## config.mk

```make
export PLATFORM = sky130hd
export DESIGN_NAME = pixel_to_ansi_truecolor_encoder_core
export DESIGN_NICKNAME = d
export VERILOG_FILES = /design/src/sv/pte_pkg.sv /design/src/sv/pte_front.sv /design/src/sv/pte_queue.sv /design/src/sv/pte_back.sv /design/src/sv/pixel_to_ansi_truecolor_encoder_core.sv
export SDC_FILE = /design/constraint.sdc
export NUM_CORES = 1
export LEC_CHECK = 0
export BUFFER_PORTS_ARGS = -buffer_cell sky130_fd_sc_hd__buf_2
export CAP_MARGIN = 20
export CELL_PAD_IN_SITES_DETAIL_PLACEMENT = 0
export CELL_PAD_IN_SITES_GLOBAL_PLACEMENT = 1
export CORE_AREA = 2 2 199 201
export CTS_CLUSTER_DIAMETER = 50
export CTS_CLUSTER_SIZE = 25
export DETAILED_ROUTE_END_ITERATION = 10
export DIE_AREA = 0 0 201 203
export GPL_TIMING_DRIVEN = 0
export PLACE_DENSITY = 0.58
export SLEW_MARGIN = 20
export SYNTH_ARGS = -nofsm -noshare
export SYNTH_HDL_FRONTEND = slang
export SYNTH_SLANG_ARGS = --single-unit
```

## constraint.sdc

```tcl
create_clock -name clock -period 23.8 [get_ports clock]
set_clock_uncertainty 0.15 [all_clocks]
set_input_delay 5.95 -clock clock [delete_from_list [all_inputs] [get_ports clock]]
set_output_delay 5.95 -clock clock [all_outputs]
set_load 0.02 [all_outputs]
```

## src/sv/pte_pkg.sv

```systemverilog
// ----------------------------------------------------------------------------
// pte_pkg
// Shared types, constants and helpers of the pixel to ANSI truecolor encoder.
// ----------------------------------------------------------------------------
package pte_pkg;

   localparam int DIM_BITS_DEF       = 12;
   localparam int CSR_INDEX_W        = 4;
   localparam int RESET_FRAME_WIDTH  = 80;
   localparam int RESET_FRAME_HEIGHT = 24;
   localparam int QUEUE_DEPTH        = 2;   // power of two

   // register indexes
   localparam logic [CSR_INDEX_W-1:0] REG_FRAME_WIDTH  = CSR_INDEX_W'(0);
   localparam logic [CSR_INDEX_W-1:0] REG_FRAME_HEIGHT = CSR_INDEX_W'(1);

   // stream characters
   localparam logic [7:0] CH_ESC      = 8'h1b;
   localparam logic [7:0] CH_LBRACKET = 8'h5b;
   localparam logic [7:0] CH_HOME     = 8'h48;   // 'H'
   localparam logic [7:0] CH_SEMI     = 8'h3b;
   localparam logic [7:0] CH_SGR_END  = 8'h6d;   // 'm'
   localparam logic [7:0] CH_SPACE    = 8'h20;
   localparam logic [7:0] CH_NEWLINE  = 8'h0a;
   localparam logic [7:0] CH_ZERO     = 8'h30;

   // ESC [ 4 8 ; 2 ; packed low byte first
   localparam logic [55:0] BG_PREFIX_SEQ = 56'h3b323b38345b1b;
   // ESC [ 0 m packed low byte first
   localparam logic [31:0] SGR_RESET_SEQ = 32'h6d305b1b;

   typedef struct packed {
      logic [7:0] red;
      logic [7:0] green;
      logic [7:0] blue;
      logic [7:0] glyph_code;
   } pixel_type;

   typedef struct packed {
      logic [7:0] out_byte;
      logic       last_of_pixel;
      logic       frame_done;
   } term_byte_type;

   // unpadded decimal: cnt digits, dig[2] is hundreds
   typedef struct packed {
      logic [1:0]      cnt;
      logic [2:0][3:0] dig;
   } decimal_type;

   // one classified pixel, handed from front to back
   typedef struct packed {
      logic        home;
      logic        color_chg;
      decimal_type red_dec;
      decimal_type green_dec;
      decimal_type blue_dec;
      logic [7:0]  glyph;
      logic        newline;
      logic        frame_end;
   } cmd_type;

   // 8-bit value to decimal digits; tens by reciprocal multiply (205 / 2048)
   function automatic decimal_type to_decimal(input logic [7:0] v);
      logic [1:0]  h;
      logic [6:0]  rem;
      logic [14:0] prod;
      logic [3:0]  t;
      logic [6:0]  tx10;
      decimal_type d;
      h = (v >= 8'd200) ? 2'd2 : ((v >= 8'd100) ? 2'd1 : 2'd0);
      rem = 7'(v - 8'(8'(h) * 8'd100));
      prod = 15'(rem) * 15'd205;
      t = 4'(prod >> 11);
      tx10 = 7'(t) * 7'd10;
      d.dig[2] = 4'(h);
      d.dig[1] = t;
      d.dig[0] = 4'(rem - tx10);
      if (v >= 8'd100) begin
         d.cnt = 2'd3;
      end else if (v >= 8'd10) begin
         d.cnt = 2'd2;
      end else if (v != 8'd0) begin
         d.cnt = 2'd1;
      end else begin
         d.cnt = 2'd0;
      end
      return d;
   endfunction

endpackage

```

## src/sv/pte_front.sv

```systemverilog
// ----------------------------------------------------------------------------
// pte_front
// Accepts pixels, tracks row/column/color state and classifies each pixel.
// ----------------------------------------------------------------------------
module pte_front #(
   parameter int DIM_BITS = pte_pkg::DIM_BITS_DEF
) (
   input  logic                            clock,
   input  logic                            reset,
   input  logic                            req_valid,
   output logic                            req_ready,
   input  pte_pkg::pixel_type              req_pixel,
   input  logic                            csr_valid,
   output logic                            csr_ready,
   input  logic [pte_pkg::CSR_INDEX_W-1:0] csr_index,
   input  logic [DIM_BITS-1:0]             csr_wdata,
   output logic                            cmd_valid,
   input  logic                            cmd_ready,
   output pte_pkg::cmd_type                cmd
);

   logic [DIM_BITS-1:0] width_ff, width_in;
   logic [DIM_BITS-1:0] height_ff, height_in;
   logic [DIM_BITS-1:0] col_ff, col_in;
   logic [DIM_BITS-1:0] row_ff, row_in;
   logic [23:0]         prev_color_ff, prev_color_in;

   logic [23:0]         color;
   logic [DIM_BITS:0]   col_p1, row_p1;
   logic                home, chg, row_end, frame_end, accept;

   assign csr_ready = 1'b1;
   assign req_ready = cmd_ready;
   assign cmd_valid = req_valid;
   assign accept    = req_valid && cmd_ready;

   assign color     = {req_pixel.red, req_pixel.green, req_pixel.blue};
   assign home      = (col_ff == '0) && (row_ff == '0);
   // frame start forgets the old color
   assign chg       = home ? (color != 24'd0) : (color != prev_color_ff);
   assign col_p1    = {1'b0, col_ff} + (DIM_BITS+1)'(1);
   assign row_p1    = {1'b0, row_ff} + (DIM_BITS+1)'(1);
   assign row_end   = col_p1 >= {1'b0, width_ff};
   assign frame_end = row_end && (row_p1 >= {1'b0, height_ff});

   always_comb begin
      cmd.home      = home;
      cmd.color_chg = chg;
      cmd.red_dec   = pte_pkg::to_decimal(req_pixel.red);
      cmd.green_dec = pte_pkg::to_decimal(req_pixel.green);
      cmd.blue_dec  = pte_pkg::to_decimal(req_pixel.blue);
      cmd.glyph     = (req_pixel.glyph_code == 8'd0) ? pte_pkg::CH_SPACE
                                                     : req_pixel.glyph_code;
      cmd.newline   = row_end;
      cmd.frame_end = frame_end;
   end

   always_comb begin
      width_in      = width_ff;
      height_in     = height_ff;
      col_in        = col_ff;
      row_in        = row_ff;
      prev_color_in = prev_color_ff;
      if (csr_valid && csr_ready) begin
         case (csr_index)
            pte_pkg::REG_FRAME_WIDTH:  width_in  = csr_wdata;
            pte_pkg::REG_FRAME_HEIGHT: height_in = csr_wdata;
            default: ;
         endcase
      end
      if (accept) begin
         prev_color_in = color;
         if (row_end) begin
            col_in = '0;
            row_in = frame_end ? '0 : row_p1[DIM_BITS-1:0];
         end else begin
            col_in = col_p1[DIM_BITS-1:0];
         end
      end
   end

   always_ff @(posedge clock) begin
      if (reset) begin
         width_ff      <= DIM_BITS'(pte_pkg::RESET_FRAME_WIDTH);
         height_ff     <= DIM_BITS'(pte_pkg::RESET_FRAME_HEIGHT);
         col_ff        <= '0;
         row_ff        <= '0;
         prev_color_ff <= '0;
      end else begin
         width_ff      <= width_in;
         height_ff     <= height_in;
         col_ff        <= col_in;
         row_ff        <= row_in;
         prev_color_ff <= prev_color_in;
      end
   end

endmodule

```

## src/sv/pte_queue.sv

```systemverilog
// ----------------------------------------------------------------------------
// pte_queue
// Short FIFO of classified pixels between front and back.
// ----------------------------------------------------------------------------
module pte_queue #(
   parameter int DEPTH = pte_pkg::QUEUE_DEPTH
) (
   input  logic             clock,
   input  logic             reset,
   input  logic             push_valid,
   output logic             push_ready,
   input  pte_pkg::cmd_type push_cmd,
   output logic             pop_valid,
   input  logic             pop_ready,
   output pte_pkg::cmd_type pop_cmd
);

   localparam int AW = (DEPTH > 1) ? $clog2(DEPTH) : 1;

   pte_pkg::cmd_type entry_ff [DEPTH];
   logic [AW-1:0]    wr_ptr_ff, wr_ptr_in;
   logic [AW-1:0]    rd_ptr_ff, rd_ptr_in;
   logic [AW:0]      count_ff, count_in;
   logic             push, pop;

   assign push_ready = count_ff != (AW+1)'(DEPTH);
   assign pop_valid  = count_ff != '0;
   assign pop_cmd    = entry_ff[rd_ptr_ff];
   assign push       = push_valid && push_ready;
   assign pop        = pop_valid && pop_ready;

   always_comb begin
      wr_ptr_in = push ? wr_ptr_ff + AW'(1) : wr_ptr_ff;
      rd_ptr_in = pop  ? rd_ptr_ff + AW'(1) : rd_ptr_ff;
      count_in  = count_ff;
      if (push && !pop) begin
         count_in = count_ff + (AW+1)'(1);
      end else if (pop && !push) begin
         count_in = count_ff - (AW+1)'(1);
      end
   end

   always_ff @(posedge clock) begin
      if (push) begin
         entry_ff[wr_ptr_ff] <= push_cmd;
      end
   end

   always_ff @(posedge clock) begin
      if (reset) begin
         wr_ptr_ff <= '0;
         rd_ptr_ff <= '0;
         count_ff  <= '0;
      end else begin
         wr_ptr_ff <= wr_ptr_in;
         rd_ptr_ff <= rd_ptr_in;
         count_ff  <= count_in;
      end
   end

endmodule

```

## src/sv/pte_back.sv

```systemverilog
// ----------------------------------------------------------------------------
// pte_back
// Walks the byte segments of the queue head and fills the output register.
// ----------------------------------------------------------------------------
module pte_back (
   input  logic                   clock,
   input  logic                   reset,
   input  logic                   pop_valid,
   output logic                   pop_ready,
   input  pte_pkg::cmd_type       cmd,
   output logic                   rsp_valid,
   input  logic                   rsp_ready,
   output pte_pkg::term_byte_type rsp_item
);

   typedef enum logic [10:0] {
      SEG_HOME   = 11'b000_0000_0001,
      SEG_PREFIX = 11'b000_0000_0010,
      SEG_RED    = 11'b000_0000_0100,
      SEG_SEMI1  = 11'b000_0000_1000,
      SEG_GREEN  = 11'b000_0001_0000,
      SEG_SEMI2  = 11'b000_0010_0000,
      SEG_BLUE   = 11'b000_0100_0000,
      SEG_EMM    = 11'b000_1000_0000,
      SEG_GLYPH  = 11'b001_0000_0000,
      SEG_NL     = 11'b010_0000_0000,
      SEG_RESET  = 11'b100_0000_0000
   } seg_type;

   seg_type                seg_ff, seg_in, cur_seg;
   logic [2:0]             idx_ff, idx_in, cur_idx, seg_len;
   logic                   active_ff, active_in;
   logic                   rsp_valid_ff, rsp_valid_in;
   pte_pkg::term_byte_type rsp_item_ff, rsp_item_in;

   logic [10:0]            present, first_vec, above, next_vec;
   logic                   fire, seg_done, last;
   pte_pkg::decimal_type   cur_dec;
   logic [1:0]             dig_pos;
   logic [7:0]             cur_byte;

   // segments this pixel needs, in stream order
   assign present = {cmd.frame_end, cmd.newline, 1'b1,
                     cmd.color_chg,
                     cmd.color_chg && (cmd.blue_dec.cnt != 2'd0),
                     cmd.color_chg,
                     cmd.color_chg && (cmd.green_dec.cnt != 2'd0),
                     cmd.color_chg,
                     cmd.color_chg && (cmd.red_dec.cnt != 2'd0),
                     cmd.color_chg, cmd.home};
   assign first_vec = present & (~present + 11'd1);
   assign cur_seg   = active_ff ? seg_ff : seg_type'(first_vec);
   assign cur_idx   = active_ff ? idx_ff : 3'd0;
   assign above     = present & ~((11'(cur_seg) << 1) - 11'd1);
   assign next_vec  = above & (~above + 11'd1);

   always_comb begin
      cur_dec = cmd.red_dec;
      case (cur_seg)
         SEG_GREEN: cur_dec = cmd.green_dec;
         SEG_BLUE:  cur_dec = cmd.blue_dec;
         default:   cur_dec = cmd.red_dec;
      endcase
   end

   // most significant digit first
   assign dig_pos = cur_dec.cnt - 2'd1 - cur_idx[1:0];

   always_comb begin
      seg_len  = 3'd1;
      cur_byte = cmd.glyph;
      case (cur_seg)
         SEG_HOME: begin
            seg_len  = 3'd3;
            cur_byte = (cur_idx == 3'd0) ? pte_pkg::CH_ESC :
                       (cur_idx == 3'd1) ? pte_pkg::CH_LBRACKET : pte_pkg::CH_HOME;
         end
         SEG_PREFIX: begin
            seg_len  = 3'd7;
            cur_byte = pte_pkg::BG_PREFIX_SEQ[{cur_idx, 3'b000} +: 8];
         end
         SEG_RED, SEG_GREEN, SEG_BLUE: begin
            seg_len  = {1'b0, cur_dec.cnt};
            cur_byte = pte_pkg::CH_ZERO + {4'd0, cur_dec.dig[dig_pos]};
         end
         SEG_SEMI1, SEG_SEMI2: cur_byte = pte_pkg::CH_SEMI;
         SEG_EMM:              cur_byte = pte_pkg::CH_SGR_END;
         SEG_GLYPH:            cur_byte = cmd.glyph;
         SEG_NL:               cur_byte = pte_pkg::CH_NEWLINE;
         SEG_RESET: begin
            seg_len  = 3'd4;
            cur_byte = pte_pkg::SGR_RESET_SEQ[{cur_idx[1:0], 3'b000} +: 8];
         end
         default: ;
      endcase
   end

   assign seg_done  = (cur_idx + 3'd1) == seg_len;
   assign last      = seg_done && (above == '0);
   assign fire      = pop_valid && (!rsp_valid_ff || rsp_ready);
   assign pop_ready = fire && last;

   always_comb begin
      seg_in       = seg_ff;
      idx_in       = idx_ff;
      active_in    = active_ff;
      rsp_item_in  = rsp_item_ff;
      rsp_valid_in = rsp_valid_ff && !rsp_ready;
      if (fire) begin
         rsp_valid_in               = 1'b1;
         rsp_item_in.out_byte       = cur_byte;
         rsp_item_in.last_of_pixel  = last;
         rsp_item_in.frame_done     = last && cmd.frame_end;
         if (last) begin
            active_in = 1'b0;
         end else if (seg_done) begin
            active_in = 1'b1;
            seg_in    = seg_type'(next_vec);
            idx_in    = 3'd0;
         end else begin
            active_in = 1'b1;
            seg_in    = cur_seg;
            idx_in    = cur_idx + 3'd1;
         end
      end
   end

   always_ff @(posedge clock) begin
      rsp_item_ff <= rsp_item_in;
      if (reset) begin
         seg_ff       <= SEG_HOME;
         idx_ff       <= '0;
         active_ff    <= 1'b0;
         rsp_valid_ff <= 1'b0;
      end else begin
         seg_ff       <= seg_in;
         idx_ff       <= idx_in;
         active_ff    <= active_in;
         rsp_valid_ff <= rsp_valid_in;
      end
   end

   assign rsp_valid = rsp_valid_ff;
   assign rsp_item  = rsp_item_ff;

endmodule

```

## src/sv/pixel_to_ansi_truecolor_encoder_core.sv

```systemverilog
// ----------------------------------------------------------------------------
// pixel_to_ansi_truecolor_encoder_core
// Turns raster-order pixels into an ANSI 24-bit background color byte stream.
// ----------------------------------------------------------------------------
// Usage:
//  - req_* takes one pixel item (red, green, blue, glyph_code) per handshake.
//  - rsp_* gives one stream byte per handshake; last_of_pixel marks the final
//    byte of a pixel, frame_done the final byte of ESC [ 0 m at frame end.
//  - csr_* writes frame_width (index 0) or frame_height (index 1); other
//    indexes are dropped. csr_ready is always high. Write only while idle.
//  - A pixel costs 1 to 28 output bytes; while rsp_ready is high, one byte
//    leaves per cycle from the back-end emitter. A pixel with a new color is
//    typically about 17 bytes, an unchanged color just the glyph byte (plus
//    home at frame start, newline/reset at ends). A taken pixel is written
//    into the queue; its first byte is then registered in the output
//    register when the back end is free. A 2-entry queue lets the front keep
//    taking pixels while the back end is still emitting or rsp_ready is low.
//  - Reset: width 80, height 24, position at frame start, color black.
//  - When rsp_ready is low the output byte holds and the emitter waits;
//    req_ready drops once the queue is full.
// ----------------------------------------------------------------------------
module pixel_to_ansi_truecolor_encoder_core #(
   parameter int DIM_BITS = pte_pkg::DIM_BITS_DEF
) (
   input  logic                            clock,
   input  logic                            reset,
   // pixel input
   input  logic                            req_valid,
   output logic                            req_ready,
   input  pte_pkg::pixel_type              req_pixel,
   // byte output
   output logic                            rsp_valid,
   input  logic                            rsp_ready,
   output pte_pkg::term_byte_type          rsp_item,
   // register writes
   input  logic                            csr_valid,
   output logic                            csr_ready,
   input  logic [pte_pkg::CSR_INDEX_W-1:0] csr_index,
   input  logic [DIM_BITS-1:0]             csr_wdata
);

   // front -> queue
   logic             fq_valid, fq_ready;
   pte_pkg::cmd_type fq_cmd;
   // queue -> back
   logic             qb_valid, qb_ready;
   pte_pkg::cmd_type qb_cmd;

   // front: counters, color memory, classification
   pte_front #(
      .DIM_BITS (DIM_BITS)
   ) u_front (
      .clock     (clock),
      .reset     (reset),
      .req_valid (req_valid),
      .req_ready (req_ready),
      .req_pixel (req_pixel),
      .csr_valid (csr_valid),
      .csr_ready (csr_ready),
      .csr_index (csr_index),
      .csr_wdata (csr_wdata),
      .cmd_valid (fq_valid),
      .cmd_ready (fq_ready),
      .cmd       (fq_cmd)
   );

   pte_queue #(
      .DEPTH (pte_pkg::QUEUE_DEPTH)
   ) u_queue (
      .clock      (clock),
      .reset      (reset),
      .push_valid (fq_valid),
      .push_ready (fq_ready),
      .push_cmd   (fq_cmd),
      .pop_valid  (qb_valid),
      .pop_ready  (qb_ready),
      .pop_cmd    (qb_cmd)
   );

   // back: byte sequencer plus output register
   pte_back u_back (
      .clock     (clock),
      .reset     (reset),
      .pop_valid (qb_valid),
      .pop_ready (qb_ready),
      .cmd       (qb_cmd),
      .rsp_valid (rsp_valid),
      .rsp_ready (rsp_ready),
      .rsp_item  (rsp_item)
   );

   // pixels taken whose last byte is not yet delivered:
   // at most queue depth plus one in the output register
   logic [2:0] pend_ff, pend_in;
   logic       req_fire, pix_done;

   assign req_fire = req_valid && req_ready;
   assign pix_done = rsp_valid && rsp_ready && rsp_item.last_of_pixel;

   always_comb begin
      pend_in = pend_ff;
      if (req_fire && !pix_done) begin
         pend_in = pend_ff + 3'd1;
      end else if (pix_done && !req_fire) begin
         pend_in = pend_ff - 3'd1;
      end
   end

   always_ff @(posedge clock) begin
      if (reset) begin
         pend_ff <= '0;
      end else begin
         pend_ff <= pend_in;
      end
   end

   a_pend_bound: assert property (@(posedge clock) disable iff (reset)
      pend_ff <= 3'(pte_pkg::QUEUE_DEPTH + 1))
      else $error("more pixels in flight than the queue and output can hold");

   a_no_orphan_byte: assert property (@(posedge clock) disable iff (reset)
      (pend_ff == 3'd0) |-> !rsp_valid)
      else $error("byte offered with no pixel in flight");

   a_frame_done_last: assert property (@(posedge clock) disable iff (reset)
      (rsp_valid && rsp_item.frame_done) |-> rsp_item.last_of_pixel)
      else $error("frame_done on a byte that does not end its pixel");

   a_stall_no_pop: assert property (@(posedge clock) disable iff (reset)
      (rsp_valid && !rsp_ready) |-> !qb_ready)
      else $error("queue popped while output stalled");

endmodule
```

==> impl_metrics.json <==
{
  "status": "complete, no violations",
  "drtIter0Drc": 506,
  "postCtsSetupBuffers": 0,
  "setup_viol_count_final": 0,
  "wl_um": 33900,
  "worstSkewPairLatency_ns": 0.45,
  "layout.nets": 1639,
  "synth_cell_types": 85,
  "stdcell_count": 1935,
  "overflow": 0,
  "cp_max_fo": 8,
  "place_congestion": 0.842,
  "cts_buffer_depth": 2,
  "hold_path_class": "reg2reg",
  "rows": 72,
  "max_freq_mhz": 80.7,
  "place.detailed.hpwl_um": 26300,
  "syn_inst": 1325,
  "cp-start-kind": "primary input",
  "pin_count": 66,
  "grt_pass1_vias": 9782,
  "ys.flop_type": "edfxtp_1",
  "path_clk_slew_ns": 0.07,
  "rsz0062_at_grt": "no",
  "crit_type": "in2reg",
  "cp_data_arrival_time_ns": 12.42,
  "drv_cap": 0,
  "n_fill_cell": 3847,
  "endpoint_kind": "flop",
  "required_ns": 23.83,
  "synth-edff-count": 106,
  "ys_ff_latch": 199,
  "die_w_um": 201,
  "syn-num-nets": 1560,
  "routedWlPerCell_um": 17.5,
  "cts_tree": "built",
  "grt_max_degree": 49,
  "netlist_area_mm2": 0.0134,
  "track_usage_pct": 17.1,
  "drtPass1Iterations": 5,
  "whs_ns": 0.319,
  "yosys_warnings": 0,
  "htreeDepth": 4,
  "die_h_um": 203,
  "post_cts_resized": 0,
  "finish.utilization_pct": 38.9,
  "cts_root_buf": "clkbuf_16",
  "initial_core_util_pct": 34.8,
  "cts_num_sinks": 199,
  "vias_per_cell": 5.08,
  "postSynthAreaPerCell_um2": 10.1,
  "irDropWorstVdd_mv": 0.0708,
  "setup_tns_ns": 0,
  "fin_crit_sh_pct": 52.1,
  "period_needed_ns": 12.39,
  "diodes": 0,
  "antenna_found_initial": 3,
  "relSlewSlack_pct": 29.4,
  "coreArea_mm2": 0.0385,
  "setup_slack_ns": 11.41,
  "drive_above_1_share_pct": 10.7,
  "dp_cells": 1903,
  "cts_buffers": 17,
  "postRouteAntennaNets": 0,
  "tightest_slew_ns": 1.04,
  "yosysSeqAreaShare_pct": 37.7,
  "synthArstFlopShare_pct": 0,
  "dieArea_mm2": 0.0408,
  "hold_viol": 0,
  "hold_buffers": 0,
  "vias": 9821,
  "drc": 0,
  "dpl_worst_slack_ns": 10.66,
  "powerDensity_mw_per_mm2": 97.8,
  "slew_violations": 0,
  "grt_first_pass_wirelength_um": 55100,
  "p_leak_nw": 6.14,
  "portBuffers": 58,
  "areaGrowthSynthToFinish_pct": 11.9
}
[state kept, by name, summed over array words and instances, names as in the netlist, named ones only]
signal / count
u_front.height_ff: 12
u_back.active_ff: 1
u_front.width_ff: 12
u_back.seg_ff: 11
u_back.rsp_valid: 1
u_back.rsp_item: 10
u_back.idx_ff: 3
u_queue.entry_ff: 96
u_front.col_ff: 12
u_queue.wr_ptr_ff: 1
u_front.prev_color_ff: 24
u_queue.count_ff: 2
u_queue.rd_ptr_ff: 1
u_front.row_ff: 12
[through the flow]
step / area, um2 / power (mW)
4_1_cts: 15000 / 1.49
2_1_floorplan: 13400 / 1.00
3_3_place_gp: 14300 / 1.18
3_5_place_dp: 14400 / 1.19
5_1_grt: 15000 / 1.60
6_report: 15000 / 1.47
[cells in the mapped netlist (all sizes together) (7+ instances only)]
| master | count | share of area, % |
|---|---|---|
| a211oi | 16 | 0.90 |
| a21o | 13 | 0.73 |
| a21oi | 77 | 2.9 |
| a31o | 7 | 0.46 |
| a31oi | 10 | 0.58 |
| a32o | 9 | 0.67 |
| and3 | 11 | 0.51 |
| buf | 16 | 0.55 |
| clkbuf | 40 | 1.1 |
| dfxtp | 93 | 14 |
| edfxtp | 106 | 24 |
| fa | 30 | 4.5 |
| ha | 152 | 14 |
| inv | 130 | 3.6 |
| mux2i | 50 | 3.7 |
| mux4 | 8 | 1.3 |
| nand2 | 102 | 2.9 |
| nand2b | 15 | 0.70 |
| nand3 | 28 | 1.1 |
| nand4 | 19 | 0.89 |
| nor2 | 66 | 1.9 |
| nor2b | 13 | 0.61 |
| nor3 | 28 | 1.1 |
| nor4 | 26 | 1.4 |
| o211ai | 7 | 0.39 |
| o21a | 8 | 0.50 |
| o21ai | 36 | 1.3 |
| o22ai | 8 | 0.37 |
| or3 | 7 | 0.33 |
| xnor2 | 50 | 3.4 |
| xor2 | 37 | 2.4 |
[worst paths after layout]
path | cells after the start | startpoint | end | slack (ns)
setup / recovery | 26 | req_pixel[28] | u_queue.entry_ff[0][37] | 11.41
hold / removal | 2 | u_front.prev_color_ff[11] | u_front.prev_color_ff[11] | 0.32
setup reg to reg | 16 | u_back.active_ff | u_back.rsp_item[5] | 18.24
hold reg to reg | 2 | u_front.prev_color_ff[11] | u_front.prev_color_ff[11] | 0.32
[final cells by class]
type	count	area, um2	share of cell area [%]
Sequential cell	199	5040	33.7
Tap cell	518	648	4.33
Inverter	131	492	3.28
Clock buffer	20	478	3.19
Clock inverter	12	108	0.719
Timing Repair Buffer	60	338	2.26
Multi-Input combinational cell	939	7640	51.0
Buffer	56	224	1.50
[layer usage]
metal / wire [um] / vias up / part of all wire (%) / global-route usage (%)
li1: - / 4954 / - / -
met1: 17600 / 4699 / 52 / 25.0
met2: 14800 / 130 / 44 / 26.4
met3: 1080 / 32 / 3.2 / 2.68
met4: 425 / 6 / 1.3 / 3.99
met5: 27 / - / 0.080 / 0
[cell usage in the layout (no fill, tap or decap), drive strengths merged, types with 15 or more instances in the layout]
cell type,count
a211oi,16
a21oi,77
buf,76
clkbuf,60
dfxtp,93
edfxtp,106
fa,30
ha,152
inv,134
mux2i,50
nand2,102
nand2b,15
nand3,28
nand4,19
nor2,66
nor3,28
nor4,26
o21ai,36
xnor2,50
xor2,37
[cells by family (layout without fill, tap and decap cells)]
kind of cell             after synthesis  count (layout)  synth area share (%)
other                                  1               1                0.0280
buffers and inverters                187             279                  5.35
flip-flops                           199             199                  37.7
XOR/XNOR                              88              88                  6.00
AO/OA/AOI/OAI                        249             249                  12.7
adder cells (fa/ha/maj)              182             182                  18.7
multiplexers                          64              64                  5.59
AND/OR/NAND/NOR                      355             355                  14.0
[where the power goes]
| part | total [mW] | switching, mW | internal [mW] |
|---|---|---|---|
| logic | 0.676 | 0.396 | 0.280 |
| clock network | 0.289 | 0.140 | 0.149 |
| registers | 0.501 | 0.0173 | 0.483 |
[critical path, cell delays in order]
cell and delay (ns):
clkbuf_1 0.20, o311a_1 0.48, or2_2 0.35, inv_1 0.16, ha_1 0.17, inv_1 0.06
fa_1 0.40, o21ai_0 0.17, nand2b_1 0.13, xnor2_1 0.20, ha_1 0.26, ha_1 0.29
fa_1 0.51, inv_1 0.05, fa_1 0.49, inv_1 0.04, ha_1 0.28, a31o_2 0.24
a21o_1 0.20, a211oi_1 0.34, xnor2_1 0.29, ha_1 0.28, fa_1 0.37, xor2_1 0.18
xnor2_1 0.15, xnor2_1 0.17
Power figures use the tool's default switching activity.
